## config.mk

```make
export PLATFORM = sky130hd
export DESIGN_NAME = clock_stopwatch_seven_segment
export DESIGN_NICKNAME = d
export VERILOG_FILES = /design/src/hw/rtl/cssd_pkg.sv /design/src/hw/rtl/cssd_in_stage.sv /design/src/hw/rtl/cssd_core.sv /design/src/hw/rtl/clock_stopwatch_seven_segment.sv
export SDC_FILE = /design/constraint.sdc
export NUM_CORES = 1
export LEC_CHECK = 0
export BUFFER_PORTS_ARGS = -buffer_cell sky130_fd_sc_hd__buf_2
export CAP_MARGIN = 0
export CORE_UTILIZATION = 59
export DETAILED_ROUTE_END_ITERATION = 10
export PLACE_DENSITY_LB_ADDON = 0.05
export SKIP_LAST_GASP = 1
export SYNTH_ARGS = -nofsm -noshare
export SYNTH_HDL_FRONTEND = slang
export SYNTH_SLANG_ARGS = --single-unit
```

## constraint.sdc

```tcl
create_clock -name i_clk -period 14.3 [get_ports i_clk]
set_input_delay 2.145 -clock i_clk [delete_from_list [all_inputs] [get_ports i_clk]]
set_output_delay 2.145 -clock i_clk [all_outputs]
set_load 0.1 [all_outputs]
```

## src/hw/rtl/cssd_pkg.sv

```systemverilog
// Shared types, constants and functions for the seven-segment clock and stopwatch.
// Used by every module of the block; depends on nothing else.
`default_nettype none

package cssd_pkg;

    localparam int MS_W      = 16;
    localparam int CMP_W     = (MS_W > 16) ? MS_W : 16;
    localparam int SEC_W     = 12;
    localparam int CFG_W     = 16;
    localparam int CFG_IDX_W = 2;

    localparam logic [MS_W-1:0] MS_MAX      = {MS_W{1'b1}};
    localparam logic [7:0]      REFRESH_MAX = 8'hFF;

    localparam logic [15:0] CLOCK_PERIOD_RST     = 16'd1000;
    localparam logic [15:0] STOPWATCH_PERIOD_RST = 16'd16;
    localparam logic [7:0]  REFRESH_PERIOD_RST   = 8'd2;

    typedef enum logic [CFG_IDX_W-1:0] {
        CFG_CLOCK_PERIOD     = 2'd0,
        CFG_STOPWATCH_PERIOD = 2'd1,
        CFG_REFRESH_PERIOD   = 2'd2
    } t_cfg_idx;

    typedef enum logic [2:0] {
        MODE_CLOCK = 3'b001,
        MODE_RUN   = 3'b010,
        MODE_PAUSE = 3'b100
    } t_mode;

    localparam logic [1:0] MODE_CODE_CLOCK = 2'd0;
    localparam logic [1:0] MODE_CODE_RUN   = 2'd1;
    localparam logic [1:0] MODE_CODE_PAUSE = 2'd2;

    localparam logic [1:0] DIG_SEC_UNITS = 2'd0;
    localparam logic [1:0] DIG_SEC_TENS  = 2'd1;
    localparam logic [1:0] DIG_MIN_UNITS = 2'd2;
    localparam logic [1:0] DIG_MIN_TENS  = 2'd3;

    localparam logic [7:0] SEL_SEC_UNITS = 8'h7F;
    localparam logic [7:0] SEL_SEC_TENS  = 8'hBF;
    localparam logic [7:0] SEL_MIN_UNITS = 8'hDF;
    localparam logic [7:0] SEL_MIN_TENS  = 8'hEF;
    localparam logic [7:0] SEG_DP        = 8'h80;

    typedef struct packed {
        logic [2:0] m10;
        logic [3:0] m1;
        logic [2:0] s10;
        logic [3:0] s1;
    } t_time;

    typedef struct packed {
        logic tick;
        logic press_mode;
        logic press_pause;
        logic press_clear;
    } t_item;

    typedef struct packed {
        logic [15:0] clock_period;
        logic [15:0] sw_period;
        logic [7:0]  refresh_period;
    } t_cfg;

    typedef struct packed {
        logic [7:0]       digit_drive;
        logic [7:0]       segment_drive;
        logic             refreshed;
        logic [1:0]       mode_now;
        logic [SEC_W-1:0] seconds_now;
    } t_result;

    function automatic logic [7:0] seg_font(input logic [3:0] d);
        logic [7:0] p;
        case (d)
            4'd0: p = 8'h3F;
            4'd1: p = 8'h06;
            4'd2: p = 8'h5B;
            4'd3: p = 8'h4F;
            4'd4: p = 8'h66;
            4'd5: p = 8'h6D;
            4'd6: p = 8'h7D;
            4'd7: p = 8'h27;
            4'd8: p = 8'h7F;
            4'd9: p = 8'h6F;
            default: p = 8'h00;
        endcase
        return p;
    endfunction

    function automatic logic [7:0] digit_sel(input logic [1:0] idx);
        logic [7:0] s;
        case (idx)
            DIG_SEC_UNITS: s = SEL_SEC_UNITS;
            DIG_SEC_TENS:  s = SEL_SEC_TENS;
            DIG_MIN_UNITS: s = SEL_MIN_UNITS;
            default:       s = SEL_MIN_TENS;
        endcase
        return s;
    endfunction

    // Advances mm:ss by one second, wrapping from 59:59 to 00:00.
    function automatic t_time time_inc(input t_time t);
        t_time r;
        r = t;
        if (t.s1 == 4'd9) begin
            r.s1 = 4'd0;
            if (t.s10 == 3'd5) begin
                r.s10 = 3'd0;
                if (t.m1 == 4'd9) begin
                    r.m1 = 4'd0;
                    if (t.m10 == 3'd5) begin
                        r.m10 = 3'd0;
                    end else begin
                        r.m10 = t.m10 + 3'd1;
                    end
                end else begin
                    r.m1 = t.m1 + 4'd1;
                end
            end else begin
                r.s10 = t.s10 + 3'd1;
            end
        end else begin
            r.s1 = t.s1 + 4'd1;
        end
        return r;
    endfunction

    function automatic logic [SEC_W-1:0] time_to_sec(input t_time t);
        logic [SEC_W-1:0] v;
        v = SEC_W'(t.m10) * SEC_W'(600) + SEC_W'(t.m1) * SEC_W'(60)
          + SEC_W'(t.s10) * SEC_W'(10) + SEC_W'(t.s1);
        return v;
    endfunction

endpackage

`default_nettype wire

```

## src/hw/rtl/cssd_in_stage.sv

```systemverilog
// Input register stage that holds one accepted request until the core takes it.
// Depends on cssd_pkg for the request type.
`default_nettype none

module cssd_in_stage (
    input  wire logic           i_clk,
    input  wire logic           i_rst_n,
    input  wire logic           i_valid,
    output logic                o_ready,
    input  cssd_pkg::t_item     i_item,
    output logic                o_valid,
    output cssd_pkg::t_item     o_item,
    input  wire logic           i_take
);

    logic            r_valid;
    cssd_pkg::t_item r_item;

    assign o_ready = !r_valid || i_take;
    assign o_valid = r_valid;
    assign o_item  = r_item;

    always_ff @(posedge i_clk) begin
        if (!i_rst_n) begin
            r_valid <= 1'b0;
        end else if (o_ready) begin
            r_valid <= i_valid;
        end
    end

    always_ff @(posedge i_clk) begin
        if (i_valid && o_ready) begin
            r_item <= i_item;
        end
    end

endmodule

`default_nettype wire

```

## src/hw/rtl/cssd_core.sv

```systemverilog
// Button handling, millisecond and refresh counters, mm:ss time and digit multiplexing.
// Depends on cssd_pkg for types, fonts and time arithmetic.
`default_nettype none

module cssd_core (
    input  wire logic           i_clk,
    input  wire logic           i_rst_n,
    input  wire logic           i_fire,
    input  cssd_pkg::t_item     i_item,
    input  cssd_pkg::t_cfg      i_cfg,
    output cssd_pkg::t_result   o_result
);

    cssd_pkg::t_mode            r_mode, n_mode;
    cssd_pkg::t_time            r_time, n_time;
    cssd_pkg::t_time            r_saved, n_saved;
    logic [cssd_pkg::MS_W-1:0]  r_ms, n_ms;
    logic [7:0]                 r_refresh, n_refresh;
    logic                       r_mode_tgl, n_mode_tgl;
    logic                       r_pause_tgl, n_pause_tgl;
    logic                       r_clear_armed, n_clear_armed;
    logic                       r_restart, n_restart;
    logic [1:0]                 r_digit_idx, n_digit_idx;
    logic [7:0]                 r_digit, n_digit;
    logic [7:0]                 r_segment, n_segment;
    logic                       refresh_hit;
    logic [15:0]                period;
    logic [7:0]                 pattern;
    logic [1:0]                 mode_code;

    always_comb begin
        n_mode        = r_mode;
        n_time        = r_time;
        n_saved       = r_saved;
        n_ms          = r_ms;
        n_refresh     = r_refresh;
        n_mode_tgl    = r_mode_tgl;
        n_pause_tgl   = r_pause_tgl;
        n_clear_armed = r_clear_armed;
        n_restart     = r_restart;
        n_digit_idx   = r_digit_idx;
        n_digit       = r_digit;
        n_segment     = r_segment;

        if (i_item.press_mode) begin
            n_mode_tgl = !r_mode_tgl;
            if (n_mode_tgl) begin
                n_saved = r_time;
                n_time  = '0;
                n_mode  = cssd_pkg::MODE_RUN;
            end else begin
                n_time = r_saved;
                n_mode = cssd_pkg::MODE_CLOCK;
            end
        end

        if (i_item.press_pause) begin
            n_pause_tgl = !r_pause_tgl;
            if (n_pause_tgl) begin
                n_mode        = cssd_pkg::MODE_PAUSE;
                n_clear_armed = 1'b1;
            end
            if (!n_pause_tgl || r_restart) begin
                n_mode        = cssd_pkg::MODE_RUN;
                n_clear_armed = 1'b0;
                n_restart     = 1'b0;
            end
        end

        if (i_item.press_clear && n_clear_armed) begin
            n_time    = '0;
            n_restart = 1'b1;
        end

        if (i_item.tick) begin
            if (r_ms != cssd_pkg::MS_MAX) begin
                n_ms = r_ms + cssd_pkg::MS_W'(1);
            end
            if (r_refresh != cssd_pkg::REFRESH_MAX) begin
                n_refresh = r_refresh + 8'd1;
            end
        end

        case (r_digit_idx)
            cssd_pkg::DIG_SEC_UNITS: pattern = cssd_pkg::seg_font(n_time.s1);
            cssd_pkg::DIG_SEC_TENS:  pattern = cssd_pkg::seg_font({1'b0, n_time.s10});
            cssd_pkg::DIG_MIN_UNITS: begin
                pattern = cssd_pkg::seg_font(n_time.m1)
                        | (n_time.s1[0] ? cssd_pkg::SEG_DP : 8'h00);
            end
            default: pattern = cssd_pkg::seg_font({1'b0, n_time.m10});
        endcase

        refresh_hit = (n_refresh >= i_cfg.refresh_period);
        if (refresh_hit) begin
            n_refresh   = 8'd0;
            n_digit     = cssd_pkg::digit_sel(r_digit_idx);
            n_segment   = pattern;
            n_digit_idx = r_digit_idx + 2'd1;
        end

        period = (n_mode == cssd_pkg::MODE_CLOCK) ? i_cfg.clock_period : i_cfg.sw_period;
        if ((n_mode == cssd_pkg::MODE_CLOCK || n_mode == cssd_pkg::MODE_RUN)
                && (cssd_pkg::CMP_W'(n_ms) >= cssd_pkg::CMP_W'(period))) begin
            n_ms   = '0;
            n_time = cssd_pkg::time_inc(n_time);
        end

        case (n_mode)
            cssd_pkg::MODE_CLOCK: mode_code = cssd_pkg::MODE_CODE_CLOCK;
            cssd_pkg::MODE_RUN:   mode_code = cssd_pkg::MODE_CODE_RUN;
            default:              mode_code = cssd_pkg::MODE_CODE_PAUSE;
        endcase

        o_result.digit_drive   = n_digit;
        o_result.segment_drive = n_segment;
        o_result.refreshed     = refresh_hit;
        o_result.mode_now      = mode_code;
        o_result.seconds_now   = cssd_pkg::time_to_sec(n_time);
    end

    always_ff @(posedge i_clk) begin
        if (!i_rst_n) begin
            r_mode        <= cssd_pkg::MODE_CLOCK;
            r_time        <= '0;
            r_saved       <= '0;
            r_ms          <= '0;
            r_refresh     <= 8'd0;
            r_mode_tgl    <= 1'b0;
            r_pause_tgl   <= 1'b0;
            r_clear_armed <= 1'b0;
            r_restart     <= 1'b0;
            r_digit_idx   <= 2'd0;
            r_digit       <= 8'd0;
            r_segment     <= 8'd0;
        end else if (i_fire) begin
            r_mode        <= n_mode;
            r_time        <= n_time;
            r_saved       <= n_saved;
            r_ms          <= n_ms;
            r_refresh     <= n_refresh;
            r_mode_tgl    <= n_mode_tgl;
            r_pause_tgl   <= n_pause_tgl;
            r_clear_armed <= n_clear_armed;
            r_restart     <= n_restart;
            r_digit_idx   <= n_digit_idx;
            r_digit       <= n_digit;
            r_segment     <= n_segment;
        end
    end

endmodule

`default_nettype wire

```

## src/hw/rtl/clock_stopwatch_seven_segment.sv

```systemverilog
// A request waits in the input register; its result is held in the result register.
// Throughput: one request per cycle unless i_ready holds a result back; the input
// and result registers keep both sides moving; the core updates all state at once.
// Reset is synchronous and active low: it empties both registers, zeroes the time,
// counters and display, selects clock mode and loads the default periods.
`default_nettype none

module clock_stopwatch_seven_segment (
    input  wire logic                           i_clk,
    input  wire logic                           i_rst_n,
    input  wire logic                           i_valid,
    output logic                                o_ready,
    input  wire logic                           i_tick,
    input  wire logic                           i_press_mode,
    input  wire logic                           i_press_pause,
    input  wire logic                           i_press_clear,
    output logic                                o_valid,
    input  wire logic                           i_ready,
    output logic [7:0]                          o_digit_drive,
    output logic [7:0]                          o_segment_drive,
    output logic                                o_refreshed,
    output logic [1:0]                          o_mode_now,
    output logic [cssd_pkg::SEC_W-1:0]          o_seconds_now,
    input  wire logic                           i_cfg_we,
    input  wire logic [cssd_pkg::CFG_IDX_W-1:0] i_cfg_idx,
    input  wire logic [cssd_pkg::CFG_W-1:0]     i_cfg_data
);

    cssd_pkg::t_cfg    r_cfg;
    cssd_pkg::t_item   in_item;
    cssd_pkg::t_item   stage_item;
    cssd_pkg::t_result core_result;
    cssd_pkg::t_result r_out;
    logic              stage_valid;
    logic              s_fire;
    logic              r_out_valid;

    assign in_item.tick        = i_tick;
    assign in_item.press_mode  = i_press_mode;
    assign in_item.press_pause = i_press_pause;
    assign in_item.press_clear = i_press_clear;

    assign s_fire = stage_valid && (!r_out_valid || i_ready);

    always_ff @(posedge i_clk) begin
        if (!i_rst_n) begin
            r_cfg.clock_period   <= cssd_pkg::CLOCK_PERIOD_RST;
            r_cfg.sw_period      <= cssd_pkg::STOPWATCH_PERIOD_RST;
            r_cfg.refresh_period <= cssd_pkg::REFRESH_PERIOD_RST;
        end else if (i_cfg_we) begin
            case (cssd_pkg::t_cfg_idx'(i_cfg_idx))
                cssd_pkg::CFG_CLOCK_PERIOD:     r_cfg.clock_period   <= i_cfg_data;
                cssd_pkg::CFG_STOPWATCH_PERIOD: r_cfg.sw_period      <= i_cfg_data;
                cssd_pkg::CFG_REFRESH_PERIOD:   r_cfg.refresh_period <= i_cfg_data[7:0];
                default: ;
            endcase
        end
    end

    cssd_in_stage u_in_stage (
        .i_clk   (i_clk),
        .i_rst_n (i_rst_n),
        .i_valid (i_valid),
        .o_ready (o_ready),
        .i_item  (in_item),
        .o_valid (stage_valid),
        .o_item  (stage_item),
        .i_take  (s_fire)
    );

    cssd_core u_core (
        .i_clk    (i_clk),
        .i_rst_n  (i_rst_n),
        .i_fire   (s_fire),
        .i_item   (stage_item),
        .i_cfg    (r_cfg),
        .o_result (core_result)
    );

    always_ff @(posedge i_clk) begin
        if (!i_rst_n) begin
            r_out_valid <= 1'b0;
        end else if (s_fire) begin
            r_out_valid <= 1'b1;
        end else if (i_ready) begin
            r_out_valid <= 1'b0;
        end
    end

    always_ff @(posedge i_clk) begin
        if (s_fire) begin
            r_out <= core_result;
        end
    end

    assign o_valid         = r_out_valid;
    assign o_digit_drive   = r_out.digit_drive;
    assign o_segment_drive = r_out.segment_drive;
    assign o_refreshed     = r_out.refreshed;
    assign o_mode_now      = r_out.mode_now;
    assign o_seconds_now   = r_out.seconds_now;

`ifndef ASSERT_OFF
    a_seconds_range: assert property (@(posedge i_clk) disable iff (!i_rst_n)
        o_valid |-> (o_seconds_now < 12'd3600))
        else $error("seconds count out of range");

    a_refresh_select: assert property (@(posedge i_clk) disable iff (!i_rst_n)
        (o_valid && o_refreshed) |->
            (o_digit_drive == cssd_pkg::SEL_SEC_UNITS
             || o_digit_drive == cssd_pkg::SEL_SEC_TENS
             || o_digit_drive == cssd_pkg::SEL_MIN_UNITS
             || o_digit_drive == cssd_pkg::SEL_MIN_TENS))
        else $error("refresh without a valid digit select");

    a_fire_gives_result: assert property (@(posedge i_clk) disable iff (!i_rst_n)
        s_fire |=> o_valid)
        else $error("processed request produced no result");

    a_empty_stage_ready: assert property (@(posedge i_clk) disable iff (!i_rst_n)
        !stage_valid |-> o_ready)
        else $error("input refused while the input register is empty");
`endif

endmodule

`default_nettype wire
```

; Yosys cells after proc, flatten, opt, wreduce, memory -nomap -nowiden
; Memory sizes are Yosys's and may differ from the RTL's.
; Index checks and enable logic that the tools add are counted.
[totals]
register_bits = 154
romBits = 336
input_bits = 27
output_inout_bits = 33
elab_cells = 128
memories = 4
[memory_table]
columns = name, words, word_bits, rd, rd_ports_with_merged_regs, wr, line_no
row1 = (no name shown), 16, 7, 1, 0, 0, cssd_pkg.sv:77  ; case (d)
row2 = (no name shown), 16, 7, 1, 0, 0, cssd_pkg.sv:77
row3 = (no name shown), 8, 7, 1, 0, 0, cssd_pkg.sv:77
row4 = (no name shown), 8, 7, 1, 0, 0, cssd_pkg.sv:77
[classes]
add_sub_neg = 10
mul = 3
n_lt_le_gt_ge = 2
eq_ne = 12
muxes = 38
bitwise_logic = 2
n_reduce_logical = 25
[op_table]
columns = operator, count
row1 = two-way mux 16 bit, 4
row2 = two-way mux 14 bit, 4
row3 = two-way mux 8 bit, 7
row4 = case mux 8 bit (3 select lines), 2
row5 = two-way mux 3 bit, 7
row6 = adder 16 x 1 -> 16 bit (second input constant), 1
row7 = greater-or-equal comparator 16 bit, 1
row8 = inequality test 16 bit (second input constant), 1
row9 = adder 12 x 10 -> 12 bit, 1
row10 = adder 12 x 4 -> 12 bit, 1
row11 = adder 12 x 7 -> 12 bit, 1
row12 = AND reduction 2 bit, 6
row13 = two-way mux 10 bit, 1
row14 = multiplier 3 x 7 -> 9 bit (second input constant), 1
row15 = adder 4 x 1 -> 4 bit (second input constant), 2
row16 = adder 8 x 1 -> 8 bit (second input constant), 1
row17 = == test 4 bit (second input constant), 2
row18 = greater-or-equal comparator 8 bit, 1
row19 = multiplier 4 x 4 -> 8 bit (second input constant), 1
row20 = two-way mux 1 bit, 8
row21 = two-way mux 4 bit, 2
row22 = inequality test 8 bit (second input constant), 1
row23 = bitwise OR 8 bit, 1
row24 = two-way mux 7 bit, 1
row25 = other kinds (17), 34

; Longest topological paths before layout
[logic_depth]
word_depth = 15
mapped_depth = 34
depth_no_buf = 32

; By module
; From an unflattened synthesis, not the netlist that was laid out.
[hier_totals]
cells_unflattened = 1130
area_unflattened_um2 = 9937.0
[modules_own_cells]
columns = module, instances, cells_each, area_each_um2, seq_area_each_um2
row1 = cssd_core, 1, 925, 7170.6, 1541.5
row2 = clock_stopwatch_seven_segment, 1, 196, 2588.7, 1751.7
row3 = cssd_in_stage, 1, 9, 177.7, 140.1

; Least setup slack after synthesis
; No wires, ideal clock.
[synth_timing]
kind = reg2reg
startpoint = reg u_in_stage.r_item, in the netlist u_in_stage.o_item[2]
endpoint = reg r_out, in the netlist o_seconds_now[11] (data pin)
setup_ps = 259
arrival_time_ps = 7319
required_time_ps = 14041
slack_ps = 6723
stages_incl_launch_ff = 29
n_path_buf = 4
synth_period_minus_slack_ps = 7577
path_cell_list = edfxtp_1 > buf_4 > buf_4 > clkbuf_1 > nor2_1 > nand2_1 > a211oi_2 > buf_4 > mux2i_1 > ha_1 > a221o_1 > nor4b_4 > o21a_4 > nor3_4 > a31oi_1 > fa_1 > fa_1 > fa_1 > xor2_1 > fa_1 > inv_1 > ha_1 > ha_1 > inv_1 > o21bai_1 > a22o_1 > o41ai_1 > xnor2_1 > xnor2_1
[synth_lines]
columns = element, line_no
row1 = from (decl), cssd_in_stage.sv:17  ; cssd_pkg::t_item r_item;
row2 = from (signal assigned), cssd_in_stage.sv:33  ; r_item <= i_item;
row3 = to (signal assigned), clock_stopwatch_seven_segment.sv:92  ; r_out <= core_result;
row4 = to (decl), clock_stopwatch_seven_segment.sv:33  ; cssd_pkg::t_result r_out;

==> results.md <==
- Status: complete, no violations
- Yosys warns: 0
- Worst Tran Pin Value: ~1.1 ns
- Avg Inst Size Synth: 8.606 um^2
- Fmax: roughly 0.12 GHz
- Seq pwr share: 44.1%
- Top cells by area, synth: dfxtp_1 (24%), ha_1 (12%), edfxtp_1 (11%)
- Antenna Cells: 0
- Nets@finish: 1,298
- Vias post-DR: 8,020
- DR pass1 iterations: 5
- Main synth FF type: dfxtp_1
- Leakage dissipation: approximately 4.5 nW
- Number of synthesized register bits: 154
- Global-route wire length before repair: about 37,000 um
- Fin crit share: 57.07%
- Area of the multi-input gates: 0.005856 mm^2
- Final WS setup: 6.140 ns
- Largest net degree at the start of global routing: 87
- Number of gates resized after CTS: 0
- Post-synthesis sequential area ratio: 35.15%
- Vias in the first global route: ~7,400
- Commonest cells post-synth: nand2_1 (183), dfxtp_1 (119), a21oi_1 (118)
- IO Port Bufs: between 50 and 60
- Worst hold start: r_cfg[20]$_SDFFE_PN0P_
- Sw frac: between 20 and 30%
- Vias/cell: approximately 5.8
- Path depth of the worst reg2reg path: 25
- Post-place setup slack: between 6 and 7 ns
- Initial antenna violation count: 0
- Crit Path Class: flip-flop to flip-flop
- Post-route cell area: between 0.01 and 0.015 mm^2
- Min Hold Slack: between 0.4 and 0.5 ns
- HPWL Detailed: 15,890 um
- Row cnt: 46
- H-tree depth: 4
- WP data required: 14.47 ns
- Psw: 320.0 uW
- WL per Instance: 15.98 um
- Area after DPL: a little over 0.01 mm^2
- Ports: 60
- Power Density: around 100 mW/mm^2
- Cell taking the most area after synthesis: dfxtp_1
- Synthesized area: just under 0.01 mm^2
- Hold violation total from the final report: 0
- Period minus WS final: around 8 ns
- CTS Buf Count: 17
- GRT Residual Overflow: 0
- # setup viols final: 0
- Max Fanout on Critical Path: 26
- Post-route DRC: 0
- Hold endpoint: r_cfg[20]$_SDFFE_PN0P_
- Setup TNS: 0 ns
- DIE HEIGHT: 130.7 um
- Clk sinks: 154
- Layout area overhead: 9.748%
- Most common cell in the netlist: nand2_1
- Slew Limit Headroom: approximately a quarter
- Synth Instances: 1,135
- Hold path cells: 2
- CTS tree: done
- Peak VDD IR: 0.1137 mV
- Critical path arrival: 8.33 ns
- Post-synth top area share: 24.39%
- Worst R2R End: o_seconds_now[11]$_DFFE_PP_
- RePlAce Congestion: approximately 0.94
- R2R Setup Slk: just over 6 ns
- Die width: 130.7 um
- Clock share of power: ~40%
- Root buffer cell: clkbuf_16
- Share of cells above drive strength 1: 12.91%
- EDFF count, synth: 35
- # hold bufs at CTS: 0
- RSZ-0062 raised after global routing: no
- Max Slew Vio Count: 0
- CTS Buffer Depth: 2
- # fillers: 1,395
- Crit path capture type: flip-flop
- Postcts setup bufs: 0
- Clk pin slew, worst setup/hold paths: 0.07 ns
- Sequential Area: 0.003433 mm^2
- Logic pwr share: 15.5%
- Utilization after layout: 67.00%
- Hold/Removal Path Class: flip-flop to flip-flop
- Total Routing Usage GR: 27.59%
- Remaining antenna violation count: 0
- Number of DRC markers in iteration 0: 573
- Max-cap violations: 0
- Initial core utilization: 61.05%
- Post-synth cell types: 92
- Critical path launch point type: flip-flop
- Core area: 0.01600 mm^2
- Post-Route WL: 22,260 um
- Synthesized Nets: 1,269
- Pint: roughly 750 uW
- Worst r2r src: u_core.r_mode_tgl$_SDFFE_PN0P_
- Setup Skew: 0.009624 ns
- Later-pin clock latency in the skew report: 0.43 ns
- Total Die Area: 0.01707 mm^2
- Async set-reset flop share out of synthesis: 0%
==> sequential cells by signal, summed over array words and instances, names as in the netlist <==
| signal | count |
|---|---|
| r_cfg | 40 |
| u_core.r_ms | 16 |
| u_core.r_saved | 14 |
| u_core.r_time | 14 |
| o_seconds_now | 12 |
| o_digit_drive | 8 |
| o_segment_drive | 8 |
| u_core.r_digit | 8 |
| u_core.r_refresh | 8 |
| u_core.r_segment | 8 |
| u_in_stage.o_item | 4 |
| u_core.r_mode | 3 |
| o_mode_now | 2 |
| u_core.r_digit_idx | 2 |
| o_refreshed | 1 |
| o_valid | 1 |
| u_core.r_clear_armed | 1 |
| u_core.r_mode_tgl | 1 |
| u_core.r_pause_tgl | 1 |
| u_core.r_restart | 1 |
| u_in_stage.o_valid | 1 |
==> area by class of cell <==
type                            instances  share of cell area, %
Sequential cell                       154                  32.03
Timing Repair Buffer                   69                  3.455
Clock buffer                           17                  3.968
Tap cell                              216                  2.521
Inverter                               61                  2.136
Multi-Input combinational cell        861                  54.62
Clock inverter                         15                  1.272
==> metal layers <==
metal | GRT usage, % | routed length, um
met1 | 39.67 | 11050
met2 | 42.98 | 10050
met3 | 4.072 | 889
met4 | 7.708 | 262
met5 | 0 | 0
==> cell families after synthesis <==
family	synth area share, %
xor gates and xnor gates	3.407
buffers and inverters	4.995
muxes	3.676
adders and majority gates	14.70
DFF	35.15
and+or+nand+nor	20.39
AOI/OAI and AO/OA	17.68
==> layout by cell type (no fill, tap or decap), drive strengths merged, types with 8 or more instances in the layout <==
cell and n:
a211oi 10, a21o 9, a21oi 119, a31oi 19, and3 8, buf 69
clkbuf 17, dfxtp 119, edfxtp 35, fa 13, ha 94, inv 69
mux2i 28, nand2 183, nand2b 18, nand3 48, nand4 12, nor2 79
nor2b 15, nor3 13, o21ai 40, o22ai 10, or3 9, xnor2 30
xor2 8
==> per-stage QoR <==
stage / power (mW) / instances
6_report: 1.073 / 1393
5_1_grt: 1.117 / 1393
4_1_cts: 1.080 / 1393
3_5_place_dp: 0.6472 / 1361
3_3_place_gp: 0.6448 / 1361
2_1_floorplan: 0.6100 / 1135
==> power by group through the flow <==
stage / sequential (mW) / combinational [mW] / clock [mW]
2_1_floorplan: 0.517 / 0.0926 / 0
3_3_place_gp: 0.482 / 0.163 / 0
3_5_place_dp: 0.482 / 0.165 / 0
4_1_cts: 0.473 / 0.166 / 0.442
5_1_grt: 0.475 / 0.182 / 0.460
6_report: 0.473 / 0.166 / 0.434
==> worst max-delay path, cell delays in order, from the launching register on <==
cell	delay, ns
dfxtp_1	0.96
nand2_1	0.23
a211oi_2	0.23
buf_4	0.32
mux2i_1	0.25
ha_1	0.28
and3_4	0.19
a221o_1	0.35
nor4b_4	0.32
o21a_4	0.25
nor3_4	0.08
a31oi_1	0.53
fa_1	0.55
fa_1	0.53
fa_1	0.48
xor2_1	0.17
fa_1	0.50
inv_1	0.04
ha_1	0.28
ha_1	0.33
inv_1	0.09
o21bai_1	0.11
a22o_1	0.21
o41ai_1	0.32
xnor2_1	0.14
xnor2_1	0.13
==> worst max-delay path by stage <==
stage | from | to | slack (ns) | cells past startpoint
2_1_floorplan | u_in_stage.o_item[2]$_DFFE_PP_ | o_seconds_now[11]$_DFFE_PP_ | 6.72 | 28
3_3_place_gp | u_core.r_mode_tgl$_SDFFE_PN0P_ | o_seconds_now[11]$_DFFE_PP_ | 6.44 | 25
3_5_place_dp | u_core.r_mode_tgl$_SDFFE_PN0P_ | o_seconds_now[11]$_DFFE_PP_ | 6.20 | 25
4_1_cts | u_core.r_mode_tgl$_SDFFE_PN0P_ | o_seconds_now[11]$_DFFE_PP_ | 6.13 | 25
5_1_grt | u_core.r_mode_tgl$_SDFFE_PN0P_ | o_seconds_now[11]$_DFFE_PP_ | 5.61 | 26
6_report | u_core.r_mode_tgl$_SDFFE_PN0P_ | o_seconds_now[11]$_DFFE_PP_ | 6.14 | 25
Note: power is estimated with default switching activity, not from simulation.
